File: src/hdl/pfe_pkg.sv
// ----------------------------------------------------------------------------
// pfe_pkg
// Shared types, constants and codes of the potential field evaluator.
// ----------------------------------------------------------------------------
package pfe_pkg;

   localparam int SOURCES_DEF    = 64;
   localparam int COORD_BITS_DEF = 12;
   localparam int FRAC_BITS_DEF  = 8;

   localparam int IDX_BITS   = 6;
   localparam int KIND_BITS  = 2;
   localparam int STR_BITS   = 16;
   localparam int CAP_BITS   = 16;
   localparam int BIAS_BITS  = 8;
   localparam int OUT_BITS   = 25;
   localparam int CSR_BITS   = 16;
   localparam int CSR_IDX_BITS = 2;

   localparam logic [STR_BITS-1:0]  STRENGTH_RST = 16'd200;
   localparam logic [CAP_BITS-1:0]  CAP_RST      = 16'd2000;
   localparam logic [BIAS_BITS-1:0] BIAS_RST     = 8'd3;

   localparam logic [CSR_IDX_BITS-1:0] CSR_STRENGTH = 2'd0;
   localparam logic [CSR_IDX_BITS-1:0] CSR_CAP      = 2'd1;
   localparam logic [CSR_IDX_BITS-1:0] CSR_BIAS     = 2'd2;

   localparam logic CMD_LOAD = 1'b0;
   localparam logic CMD_EVAL = 1'b1;

   localparam logic [KIND_BITS-1:0] KIND_EMPTY    = 2'd0;
   localparam logic [KIND_BITS-1:0] KIND_OBSTACLE = 2'd1;
   localparam logic [KIND_BITS-1:0] KIND_GOAL     = 2'd2;

   typedef struct packed {
      logic start;   // load query point, preset accumulator to the bias
      logic step;    // compute the term of the current source
      logic finish;  // saturate and latch the result
   } ctrl_type;

   typedef struct packed {
      logic step_done;
   } stat_type;

endpackage

File: src/hdl/potential_field_evaluator.sv
// Evaluation: each source in turn passes a bit-serial root and divider.
// A load beat gives no result.
// Throughput: one item at a time; the result is held until taken.
// Reset (synchronous): table empty, registers to 200 / 2000 / 3.
// ----------------------------------------------------------------------------
// potential_field_evaluator
// Top level: channels, register file, controller and datapath.
// ----------------------------------------------------------------------------
module potential_field_evaluator #(
   parameter int SOURCES    = pfe_pkg::SOURCES_DEF,
   parameter int COORD_BITS = pfe_pkg::COORD_BITS_DEF,
   parameter int FRAC_BITS  = pfe_pkg::FRAC_BITS_DEF
) (
   input  logic                                clock,
   input  logic                                reset,
   input  logic                                req_valid,
   output logic                                req_ready,
   input  logic                                req_command,
   input  logic [pfe_pkg::IDX_BITS-1:0]        req_entry_index,
   input  logic [COORD_BITS-1:0]               req_entry_x,
   input  logic [COORD_BITS-1:0]               req_entry_y,
   input  logic [pfe_pkg::KIND_BITS-1:0]       req_entry_kind,
   input  logic [COORD_BITS-1:0]               req_point_x,
   input  logic [COORD_BITS-1:0]               req_point_y,
   output logic                                rsp_valid,
   input  logic                                rsp_ready,
   output logic signed [pfe_pkg::OUT_BITS-1:0] rsp_potential,
   input  logic                                csr_we,
   input  logic [pfe_pkg::CSR_IDX_BITS-1:0]    csr_index,
   input  logic [pfe_pkg::CSR_BITS-1:0]        csr_wdata
);
   logic [pfe_pkg::STR_BITS-1:0]  strength_ff;
   logic [pfe_pkg::CAP_BITS-1:0]  cap_ff;
   logic [pfe_pkg::BIAS_BITS-1:0] bias_ff;
   pfe_pkg::ctrl_type ctrl;
   pfe_pkg::stat_type stat;
   logic last_src, load_en;
   logic [pfe_pkg::OUT_BITS-1:0] pot;

   always_ff @(posedge clock) begin
      if (reset) begin
         strength_ff <= pfe_pkg::STRENGTH_RST;
         cap_ff      <= pfe_pkg::CAP_RST;
         bias_ff     <= pfe_pkg::BIAS_RST;
      end else if (csr_we) begin
         unique case (csr_index)
            pfe_pkg::CSR_STRENGTH: strength_ff <= csr_wdata;
            pfe_pkg::CSR_CAP:      cap_ff      <= csr_wdata;
            pfe_pkg::CSR_BIAS:     bias_ff     <= csr_wdata[pfe_pkg::BIAS_BITS-1:0];
            default: ;
         endcase
      end
   end

   assign load_en = req_valid && req_ready && (req_command == pfe_pkg::CMD_LOAD);
   assign rsp_potential = pot;

   pfe_ctrl u_ctrl (
      .clock, .reset, .req_valid, .req_cmd(req_command), .req_ready,
      .rsp_valid, .rsp_ready, .ctrl, .stat, .last_src
   );

   pfe_dp #(.SOURCES(SOURCES), .COORD_BITS(COORD_BITS), .FRAC_BITS(FRAC_BITS)) u_dp (
      .clock, .reset, .load_en, .load_idx(req_entry_index),
      .load_x(req_entry_x), .load_y(req_entry_y), .load_kind(req_entry_kind),
      .pt_x(req_point_x), .pt_y(req_point_y),
      .strength(strength_ff), .cap(cap_ff), .bias(bias_ff),
      .ctrl, .stat, .last_src, .potential(pot)
   );
endmodule

File: src/hdl/pfe_ctrl.sv
// ----------------------------------------------------------------------------
// pfe_ctrl
// Sequencer: accepts a beat, walks the source table for an evaluation,
// holds the result until taken.
// ----------------------------------------------------------------------------
module pfe_ctrl (
   input  logic               clock,
   input  logic               reset,
   input  logic               req_valid,
   input  logic               req_cmd,
   output logic               req_ready,
   output logic               rsp_valid,
   input  logic               rsp_ready,
   output pfe_pkg::ctrl_type  ctrl,
   input  pfe_pkg::stat_type  stat,
   input  logic               last_src
);
   typedef enum logic [3:0] {
      ST_IDLE = 4'b0001,
      ST_RUN  = 4'b0010,
      ST_FIN  = 4'b0100,
      ST_OUT  = 4'b1000
   } state_type;

   state_type state_ff, state_in;
   logic      acc_eval;

   assign req_ready = (state_ff == ST_IDLE);
   assign rsp_valid = (state_ff == ST_OUT);
   assign acc_eval  = req_valid && req_ready && (req_cmd == pfe_pkg::CMD_EVAL);

   always_comb begin
      state_in = state_ff;
      ctrl     = '0;
      unique case (state_ff)
         ST_IDLE: begin
            if (acc_eval) begin
               ctrl.start = 1'b1;
               state_in   = ST_RUN;
            end
         end
         ST_RUN: begin
            ctrl.step = 1'b1;
            if (stat.step_done && last_src) state_in = ST_FIN;
         end
         ST_FIN: begin
            ctrl.finish = 1'b1;
            state_in    = ST_OUT;
         end
         ST_OUT: begin
            if (rsp_ready) state_in = ST_IDLE;
         end
         default: state_in = ST_IDLE;
      endcase
   end

   always_ff @(posedge clock) begin
      if (reset) state_ff <= ST_IDLE;
      else       state_ff <= state_in;
   end
endmodule

File: src/hdl/pfe_dp.sv
// ----------------------------------------------------------------------------
// pfe_dp
// Datapath: source table memory with valid bits, serial square root,
// serial divider and the signed accumulator.
// ----------------------------------------------------------------------------
module pfe_dp #(
   parameter int SOURCES    = pfe_pkg::SOURCES_DEF,
   parameter int COORD_BITS = pfe_pkg::COORD_BITS_DEF,
   parameter int FRAC_BITS  = pfe_pkg::FRAC_BITS_DEF
) (
   input  logic                              clock,
   input  logic                              reset,
   input  logic                              load_en,
   input  logic [pfe_pkg::IDX_BITS-1:0]      load_idx,
   input  logic [COORD_BITS-1:0]             load_x,
   input  logic [COORD_BITS-1:0]             load_y,
   input  logic [pfe_pkg::KIND_BITS-1:0]     load_kind,
   input  logic [COORD_BITS-1:0]             pt_x,
   input  logic [COORD_BITS-1:0]             pt_y,
   input  logic [pfe_pkg::STR_BITS-1:0]      strength,
   input  logic [pfe_pkg::CAP_BITS-1:0]      cap,
   input  logic [pfe_pkg::BIAS_BITS-1:0]     bias,
   input  pfe_pkg::ctrl_type                 ctrl,
   output pfe_pkg::stat_type                 stat,
   output logic                              last_src,
   output logic [pfe_pkg::OUT_BITS-1:0]      potential
);
   localparam int SIDX_BITS = (SOURCES > 1) ? $clog2(SOURCES) : 1;
   localparam int SCNT_BITS = $clog2(SOURCES + 1);
   localparam int ENT_BITS  = 2 * COORD_BITS + pfe_pkg::KIND_BITS;
   localparam int D2_BITS   = 2 * COORD_BITS + 1;
   localparam int RT_STEPS  = COORD_BITS + 1 + FRAC_BITS;
   localparam int RT_BITS   = RT_STEPS;
   localparam int REM_BITS  = RT_BITS + 2;
   localparam int NUM_BITS  = pfe_pkg::STR_BITS + 2 * FRAC_BITS;
   localparam int QCAP_BITS = pfe_pkg::CAP_BITS + FRAC_BITS;
   localparam int DREM_BITS = RT_BITS + 1;
   localparam int ACC_BITS  = QCAP_BITS + SIDX_BITS + 3;
   localparam int STEP_BITS = $clog2(RT_STEPS + NUM_BITS + 4);
   localparam logic signed [ACC_BITS-1:0] OUT_MAX =
      ACC_BITS'((64'sd1 <<< (pfe_pkg::OUT_BITS - 1)) - 64'sd1);
   localparam logic signed [ACC_BITS-1:0] OUT_MIN =
      ACC_BITS'(-(64'sd1 <<< (pfe_pkg::OUT_BITS - 1)));

   typedef enum logic [4:0] {
      PH_READ = 5'b00001,
      PH_SQR  = 5'b00010,
      PH_ROOT = 5'b00100,
      PH_DIV  = 5'b01000,
      PH_ACC  = 5'b10000
   } phase_type;

   logic [ENT_BITS-1:0]  mem [SOURCES];
   logic [SOURCES-1:0]   vld_ff;
   logic [ENT_BITS-1:0]  rd_ff;
   logic                 rd_vld_ff;
   logic [SCNT_BITS-1:0] src_ff;
   phase_type            ph_ff;
   logic [STEP_BITS-1:0] cnt_ff;
   logic [COORD_BITS-1:0] px_ff, py_ff;
   logic [pfe_pkg::KIND_BITS-1:0] kind_ff;
   logic [COORD_BITS-1:0] dx_ff, dy_ff;
   logic [D2_BITS-1:0]   d2_ff;
   logic [REM_BITS-1:0]  rem_ff;
   logic [RT_BITS-1:0]   root_ff;
   logic [NUM_BITS-1:0]  num_ff;
   logic [DREM_BITS-1:0] drem_ff;
   logic [NUM_BITS-1:0]  quo_ff;
   logic signed [ACC_BITS-1:0] acc_ff;
   logic [pfe_pkg::OUT_BITS-1:0] pot_ff;
   logic                 done_ff;

   logic [COORD_BITS-1:0] ex, ey;
   logic [1:0]            pair;
   logic [REM_BITS-1:0]   rsh, trial;
   logic [DREM_BITS-1:0]  dsh;
   logic [QCAP_BITS-1:0]  capq;
   logic [NUM_BITS-1:0]   term;
   logic [$clog2(D2_BITS)+1:0] pos;

   always_ff @(posedge clock) begin
      if (load_en && (SOURCES > 1 ? 32'(load_idx) < SOURCES : load_idx == '0))
         mem[SIDX_BITS'(load_idx)] <= {load_x, load_y, load_kind};
      if (ph_ff == PH_READ) rd_ff <= mem[src_ff[SIDX_BITS-1:0]];
   end

   always_ff @(posedge clock) begin
      if (reset) vld_ff <= '0;
      else if (load_en && 32'(load_idx) < SOURCES)
         vld_ff[SIDX_BITS'(load_idx)] <= 1'b1;
   end

   assign ex   = rd_ff[ENT_BITS-1 -: COORD_BITS];
   assign ey   = rd_ff[pfe_pkg::KIND_BITS +: COORD_BITS];
   assign pos  = ($clog2(D2_BITS)+2)'(2 * (RT_STEPS - 1 - 32'(cnt_ff) - FRAC_BITS));
   assign pair = (32'(cnt_ff) < RT_STEPS - FRAC_BITS) ? 2'(d2_ff >> pos) : 2'b00;
   assign rsh  = {rem_ff[REM_BITS-3:0], pair};
   assign trial = REM_BITS'({root_ff, 2'b01});
   assign dsh  = {drem_ff[DREM_BITS-2:0], num_ff[NUM_BITS-1]};
   assign capq = {cap, FRAC_BITS'(0)};
   assign term = (quo_ff > NUM_BITS'(capq)) ? NUM_BITS'(capq) : quo_ff;

   assign last_src  = (src_ff == SCNT_BITS'(SOURCES - 1));
   assign stat.step_done = done_ff;
   assign potential = pot_ff;

   always_ff @(posedge clock) begin
      if (reset) begin
         ph_ff   <= PH_READ;
         done_ff <= 1'b0;
         src_ff  <= '0;
      end else begin
         done_ff <= 1'b0;
         if (ctrl.start) begin
            px_ff  <= pt_x;
            py_ff  <= pt_y;
            acc_ff <= ACC_BITS'({bias, FRAC_BITS'(0)});
            src_ff <= '0;
            ph_ff  <= PH_READ;
         end else if (ctrl.step && !done_ff) begin
            unique case (ph_ff)
               PH_READ: begin
                  rd_vld_ff <= vld_ff[src_ff[SIDX_BITS-1:0]];
                  ph_ff     <= PH_SQR;
               end
               PH_SQR: begin
                  kind_ff <= rd_vld_ff ? rd_ff[pfe_pkg::KIND_BITS-1:0] : pfe_pkg::KIND_EMPTY;
                  dx_ff   <= (px_ff > ex) ? px_ff - ex : ex - px_ff;
                  dy_ff   <= (py_ff > ey) ? py_ff - ey : ey - py_ff;
                  cnt_ff  <= '1;
                  ph_ff   <= PH_ROOT;
               end
               PH_ROOT: begin
                  if (cnt_ff == '1) begin
                     d2_ff  <= D2_BITS'(dx_ff) * D2_BITS'(dx_ff) +
                               D2_BITS'(dy_ff) * D2_BITS'(dy_ff);
                     rem_ff <= '0;
                     root_ff <= '0;
                     cnt_ff <= '0;
                  end else begin
                     if (rsh >= trial) begin
                        rem_ff  <= rsh - trial;
                        root_ff <= {root_ff[RT_BITS-2:0], 1'b1};
                     end else begin
                        rem_ff  <= rsh;
                        root_ff <= {root_ff[RT_BITS-2:0], 1'b0};
                     end
                     if (32'(cnt_ff) == RT_STEPS - 1) begin
                        cnt_ff  <= '0;
                        num_ff  <= {strength, (2*FRAC_BITS)'(0)};
                        drem_ff <= '0;
                        quo_ff  <= '0;
                        ph_ff   <= PH_DIV;
                     end else cnt_ff <= cnt_ff + 1'b1;
                  end
               end
               PH_DIV: begin
                  num_ff <= {num_ff[NUM_BITS-2:0], 1'b0};
                  if (dsh >= DREM_BITS'(root_ff)) begin
                     drem_ff <= dsh - DREM_BITS'(root_ff);
                     quo_ff  <= {quo_ff[NUM_BITS-2:0], 1'b1};
                  end else begin
                     drem_ff <= dsh;
                     quo_ff  <= {quo_ff[NUM_BITS-2:0], 1'b0};
                  end
                  if (32'(cnt_ff) == NUM_BITS - 1) ph_ff <= PH_ACC;
                  else cnt_ff <= cnt_ff + 1'b1;
               end
               PH_ACC: begin
                  if (root_ff != '0) begin
                     if (kind_ff == pfe_pkg::KIND_OBSTACLE)
                        acc_ff <= acc_ff + ACC_BITS'(term);
                     else if (kind_ff == pfe_pkg::KIND_GOAL)
                        acc_ff <= acc_ff - ACC_BITS'(term);
                  end
                  done_ff <= last_src;
                  ph_ff   <= PH_READ;
                  if (!last_src) src_ff <= src_ff + 1'b1;
               end
               default: ph_ff <= PH_READ;
            endcase
         end
         if (ctrl.finish) begin
            if (acc_ff > OUT_MAX)      pot_ff <= pfe_pkg::OUT_BITS'(OUT_MAX);
            else if (acc_ff < OUT_MIN) pot_ff <= pfe_pkg::OUT_BITS'(OUT_MIN);
            else                       pot_ff <= pfe_pkg::OUT_BITS'(acc_ff);
         end
      end
   end
endmodule

File: config.mk
export PLATFORM = sky130hd
export DESIGN_NAME = potential_field_evaluator
export DESIGN_NICKNAME = d
export VERILOG_FILES = /design/src/hdl/pfe_pkg.sv /design/src/hdl/potential_field_evaluator.sv /design/src/hdl/pfe_ctrl.sv /design/src/hdl/pfe_dp.sv
export SDC_FILE = /design/constraint.sdc
export NUM_CORES = 2
export LEC_CHECK = 0
export BUFFER_PORTS_ARGS = -buffer_cell sky130_fd_sc_hd__buf_2
export CAP_MARGIN = 20
export CORE_UTILIZATION = 32
export DETAILED_ROUTE_END_ITERATION = 6
export HOLD_SLACK_MARGIN = 0.05
export MAX_ROUTING_LAYER = met4
export PLACE_DENSITY = 0.47
export SLEW_MARGIN = 10
export SYNTH_ARGS = -nofsm -noshare
export SYNTH_HDL_FRONTEND = slang
export SYNTH_HIERARCHICAL = 1
export SYNTH_SLANG_ARGS = --single-unit
File: constraint.sdc
create_clock -name clock -period 6.8 [get_ports clock]
set_clock_uncertainty 0.15 [all_clocks]
set_input_delay 0 -clock clock [delete_from_list [all_inputs] [get_ports clock]]
set_output_delay 0 -clock clock [all_outputs]
set_load 0.05 [all_outputs]
Word-level counts from Yosys, hierarchy flattened:

Memory sizes are Yosys's and may differ from the RTL's. A register that Yosys moved wholly into a read port is not among the register bits.
Cells that the tools add are included.

* RAM bits: 1664
* register bits after elaboration: 388
* memories: 1

* $add $sub $neg: 13
* multiply operators: 2
* reductions and logical operators: 32
* shift-type cells: 1
* bitwise operators: 7
* equality and inequality tests: 24
* muxes and demuxes: 46
* $lt $le $gt $ge: 11

Memory list
* u_dp.mem: words 64, bits a word 26, read ports 1, clocked after memory_dff 1, wr ports 1, line pfe_dp.sv:53 `logic [ENT_BITS-1:0] mem [SOURCES];`

Operators by type and width (number)
* $mux W33: 5
* $mux W32: 5
* $pmux W32 S2: 2
* $mux W21: 4
* $or A64 B64 Y64: 1
* $mul A12 B12 Y24: 2
* $sub A12 B12 Y12: 4
* $pmux W21 S2: 1
* $sub A21 B21 Y21: 2
* $add A33 B32 Y33: 1
* $gt A33 B25 Y1 const B: 1
* $lt A33 B25 Y1 const B: 1
* $sub A33 B32 Y33: 1
* $gt A32 B24 Y1: 1
* $add A24 B24 Y25: 1
* $mux W25: 1
* $shr A25 B7 Y2: 1
* $gt A12 B12 Y1: 2
* $mux W12: 2
* $ge A23 B23 Y1: 1
* $ge A22 B21 Y1: 1
* $reduce_bool A21 Y1: 1
* $pmux W5 S4: 1
* $mux W6: 3
* 45 further kinds: 91

Depth between registers and ports, before layout:

* word-level depth: 9
* mapped depth: 28
* mapped depth without buffers: 28

Modules after synthesis:

The synthesis kept the hierarchy.

Modules (own cells, without submodules)
* pfe_dp: sequential area each 59827.4 um^2, instances 1, area an instance 91173.7 um^2, cells an instance 5230
* potential_field_evaluator: sequential area each 800.8 um^2, instances 1, area an instance 1660.3 um^2, cells an instance 164
* pfe_ctrl: sequential area each 80.1 um^2, instances 1, area an instance 247.7 um^2, cells an instance 25

Worst setup path before layout:

Ideal clock, no wire load.

* path kind: register to register
* from: register u_dp.dx_ff[8]
* to: register u_dp.d2_ff[24], data pin
* setup slack: -0.026 ns
* library setup time: 0.262 ns
* cell stages (with the launch flop): 27
* arrival: 6.414 ns
* period minus slack after synthesis: 6.826 ns
* data required time: 6.388 ns
* path through: edfxtp_1 > clkbuf_1 > inv_1 > nor2_1 > inv_1 > fa_1 > fa_1 > fa_1 > inv_1 > fa_1 > fa_1 > fa_1 > inv_1 > fa_1 > inv_1 > ha_1 > o21a_1 > o21ai_0 > nand2b_1 > a41oi_1 > o21bai_1 > a21o_1 > nand2_1 > a21oi_1 > a211o_1 > o31ai_1 > xnor2_1

* cells in the longest elaborated chain, start to end: 2

Ends and longest elaborated chain
* start, declared: line pfe_dp.sv:62 `logic [COORD_BITS-1:0] dx_ff, dy_ff;`
* start signal, assigned: line pfe_dp.sv:128 `dx_ff <= (px_ff > ex) ? px_ff - ex : ex - px_ff;`
* $mul A12 B12 Y24: line pfe_dp.sv:135 `d2_ff <= D2_BITS'(dx_ff) * D2_BITS'(dx_ff) +`
* $add A24 B24 Y25: line pfe_dp.sv:135
* end signal, assigned: line pfe_dp.sv:135
* end, declared: line pfe_dp.sv:63 `logic [D2_BITS-1:0] d2_ff;`

No other way between the ends.
A chain may end at the register's enable or synchronous reset.

Worst setup path in the final report:

* from: register u_dp.dy_ff[1]
* to: register u_dp.d2_ff[21], data pin

* cells in the longest elaborated chain, start to end: 2

Ends and longest elaborated chain
* start, declared: line pfe_dp.sv:62
* start signal, assigned: line pfe_dp.sv:129 `dy_ff <= (py_ff > ey) ? py_ff - ey : ey - py_ff;`
* $mul A12 B12 Y24: line pfe_dp.sv:136 `D2_BITS'(dy_ff) * D2_BITS'(dy_ff);`
* $add A24 B24 Y25: line pfe_dp.sv:135

No other way between the ends.

==> run_results.csv <==
group,metric,value,unit
run_status,outcome,"finished, final reports clean",
power_and_ir_drop,leakage,37.2,nW
sta,rsz0062_at_grt,"yes",
sta,setup_viol,0,
cts,cts_root_buf,"clkbuf_16",
worst_setup_path,critPathLaunchType,"flip-flop",
hold_path,holdPathStages,2,
detailed_routing,wl_per_cell,24.1,um
global_routing,grt_use_total,17.1,%
hold_path,whs_endpoint,"u_dp/mem[49][18]",
detailed_routing,first_pass_iters,7,
cts,cts_tree,"yes",
worst_setup_path,reg2reg_slack,140,ps
cts,h-tree-depth,4,
worst_setup_path,cp_slowest_cell,"fa_1",
logic_synthesis,synth_nets,5953,
sta,hold_viol,0,
detailed_routing,ant_nets,0,
placement,numPortBuffers,106,
sta,slew_headroom,26.1,%
hold_path,min_path_type,"in -> reg",
detailed_routing,vias,49300,
sta,drv_slew,0,
cts,cts.sinks,2062,
placement,dp_hpwl,151000,um
global_routing,grt_pass1_vias,52100,
worst_setup_path,arrival,7060,ps
cts,clk_pin_slew,60,ps
cts,cts_made_buffers,226,
floorplan,row_count,197,
final_layout,synthToLayoutAreaGrowth,18.4,%
hold_path,hp-start,"req_entry_x[4]",
floorplan,io-pin-count,107,
logic_synthesis,yosys_warnings,6,
global_routing,grt_pass1_wl,358000,um
global_routing,grt_remaining_overflow,0,
worst_setup_path,end_kind,"flip-flop",
logic_synthesis,synthFlopType,"edfxtp_1",
worst_setup_path,cp.required,7200,ps
logic_synthesis,async_flop_share,0,%
detailed_routing,first_iter_violations,3720,
final_layout,area.sequential,0.0607,mm^2
floorplan,dieHeight,541,um
logic_synthesis,ys_seq_elements,2062,
sta,period_needed,6660,ps
worst_setup_path,cpMostUsedCell,"fa_1",
worst_setup_path,r2r-end,"u_dp/d2_ff[21]",
sta,fmax,150,MHz
logic_synthesis,syn_inst,5419,
sta,worst_pin_slew,1110,ps
final_layout,final_cell_mix,"edfxtp_1 (1941), mux4_2 (573), inv_1 (398)",
final_layout,postLayoutCellArea,0.110,mm^2
global_routing,grt_max_degree,105,
floorplan,fp.dieArea,0.293,mm^2
final_layout,stdcell_count,10100,
placement,postPlaceCellArea,0.100,mm^2
cts,worstSkewPairLatency,920,ps
floorplan,initial_core_util,32.2,%
worst_setup_path,reg2reg_depth,26,
logic_synthesis,syn_area_per_cell,17.2,um^2
sta,period_share,97.9,%
floorplan,die_w,541,um
final_layout,nFillCells,26600,
final_layout,drive_gt1_share,23.5,%
placement,place.gp.congestion,0.789,
placement,dp_cells,9420,
power_and_ir_drop,ir_drop,0.000232,V
detailed_routing,vias_per_cell,4.90,
global_routing,antenna_found_initial,34,
final_layout,multi_input_area,0.0308,mm^2
worst_setup_path,worstReg2RegStart,"u_dp/dy_ff[1]",
logic_synthesis,yosysSeqAreaShare,65.2,%
floorplan,core-area,0.289,mm^2
detailed_routing,routed_wirelength,243000,um
worst_setup_path,critPathMaxStageDelay,590,ps
worst_setup_path,worstPathMaxFanout,5,
flow_run,timing.max_cap.violations,0,
logic_synthesis,synth_area,0.0931,mm^2
final_layout,final_common_cell,"edfxtp_1",
power_and_ir_drop,power_density,244,mW/mm^2
final_layout,final_nets,6524,
logic_synthesis,synth-edff-count,1941,
cts,clk_path_buf_depth,4,
logic_synthesis,synth_cell_types,88,
detailed_routing,drcViolationCount,0,
worst_setup_path,critPathLaunch,"u_dp/dy_ff[1]",
worst_setup_path,worstSetupPathType,"reg -> reg",
## final cells by class
cell class,instances,share of cell area [%]
Antenna cell,11,0.0250
Clock buffer,266,5.29
Clock inverter,142,1.32
Inverter,403,1.37
Multi-Input combinational cell,2718,27.9
Sequential cell,2062,55.1
Tap cell,3880,4.41
Timing Repair Buffer,579,4.59
## registers in the layout, indices dropped and copies added, names as in the netlist, 2 cells and up
| register | flops |
|---|---|
| u_ctrl/state_ff | 4 |
| u_dp/py_ff | 12 |
| u_dp/num_ff | 16 |
| u_dp/src_ff | 7 |
| u_dp/rem_ff | 21 |
| u_dp/kind_ff | 2 |
| u_dp/dx_ff | 12 |
| u_dp/d2_ff | 25 |
| strength_ff | 16 |
| u_dp/quo_ff | 32 |
| u_dp/cnt_ff | 6 |
| u_dp/drem_ff | 21 |
| u_dp/mem | 1664 |
| u_dp/vld_ff | 64 |
| u_dp/root_ff | 21 |
| u_dp/acc_ff | 33 |
| u_dp/ph_ff | 5 |
| bias_ff | 8 |
| cap_ff | 16 |
| u_dp/dy_ff | 12 |
| u_dp/potential | 25 |
| u_dp/rd_ff | 26 |
| u_dp/px_ff | 12 |
## critical path: cells and delay by family, from the launching register on
family,cells,cell delay (ps)
adder cells (fa/ha/maj),8,3530
AO/OA/AOI/OAI,6,850
AND/OR/NAND/NOR,5,740
buffers and inverters,6,560
flip-flops,1,460
XOR/XNOR,1,110
## how the worst max path moves through the flow
stage                                end  slack, ps
final                     u_dp/d2_ff[21]        140
after global routing      u_dp/d2_ff[21]       -150
after CTS                 u_dp/d2_ff[24]          1
after detailed placement  u_dp/d2_ff[21]       -240
after global placement    u_dp/d2_ff[21]       -150
after floorplan           u_dp/d2_ff[24]         30
## per-layer routing
layer | global-route usage [%] | wire length [um] | vias up
met5 | - | 0 | -
met3 | 2.78 | 11600 | 288
li1 | - | - | 22000
met4 | 3.81 | 5050 | 0
met1 | 22.0 | 105000 | 26000
met2 | 28.3 | 121000 | 932
## stage by stage
step / hold WS, ps / power [mW] / setup WS (ps) / TNS [ps] / utilization (%)
after floorplan: -79.3 / 14.4 / 31.3 / 0 / -
after global placement: 31.5 / 14.8 / -148 / -478 / 34.7
after detailed placement: 35.1 / 14.8 / -240 / -738 / 34.7
after CTS: 67.5 / 27.2 / 1.22 / 0 / 37.8
after global routing: 77.2 / 27.7 / -154 / -516 / 38.2
final: 43.9 / 26.8 / 140 / 0 / 38.2
## power by group
part           internal, mW  switching (mW)
Combinational         0.244           0.419
Sequential             13.9          0.0238
Clock                  7.12            5.13
Total                  21.3            5.57
## cell families after synthesis
| family | count (synthesis) | synth area share [%] |
|---|---|---|
| multiplexers | 645 | 14.6 |
| AO/OA/AOI/OAI | 451 | 3.13 |
| XOR/XNOR | 145 | 1.36 |
| buffers and inverters | 639 | 2.61 |
| AND/OR/NAND/NOR | 1023 | 5.27 |
| adder cells (fa/ha/maj) | 454 | 7.76 |
| flip-flops | 2062 | 65.2 |
## Yosys cell counts (75+ instances only)
cell type,number,share of area [%]
edfxtp_1,1941,63
mux4_2,573,14
inv_1,403,1.6
nor2_1,390,1.6
ha_1,248,3.3
nand2_1,219,0.88
fa_1,206,4.4
clkbuf_1,183,0.74
a21oi_1,132,0.71
dfxtp_1,121,2.6
and2_1,98,0.66
o21ai_0,80,0.43
xnor2_1,80,0.75
nand2b_1,79,0.53
a21o_1,75,0.60
## what timing repair did
action | CTS | global route
pin swaps | 31 | 54
hold endpoints to repair | 2092 | 298
hold buffers | 158 | 20
endpoints found under the setup margin | 5 | 11
buffers inserted | 10 | 11
gates resized for setup | 22 | 44
No activity file was read; power rests on OpenSTA's default activity.
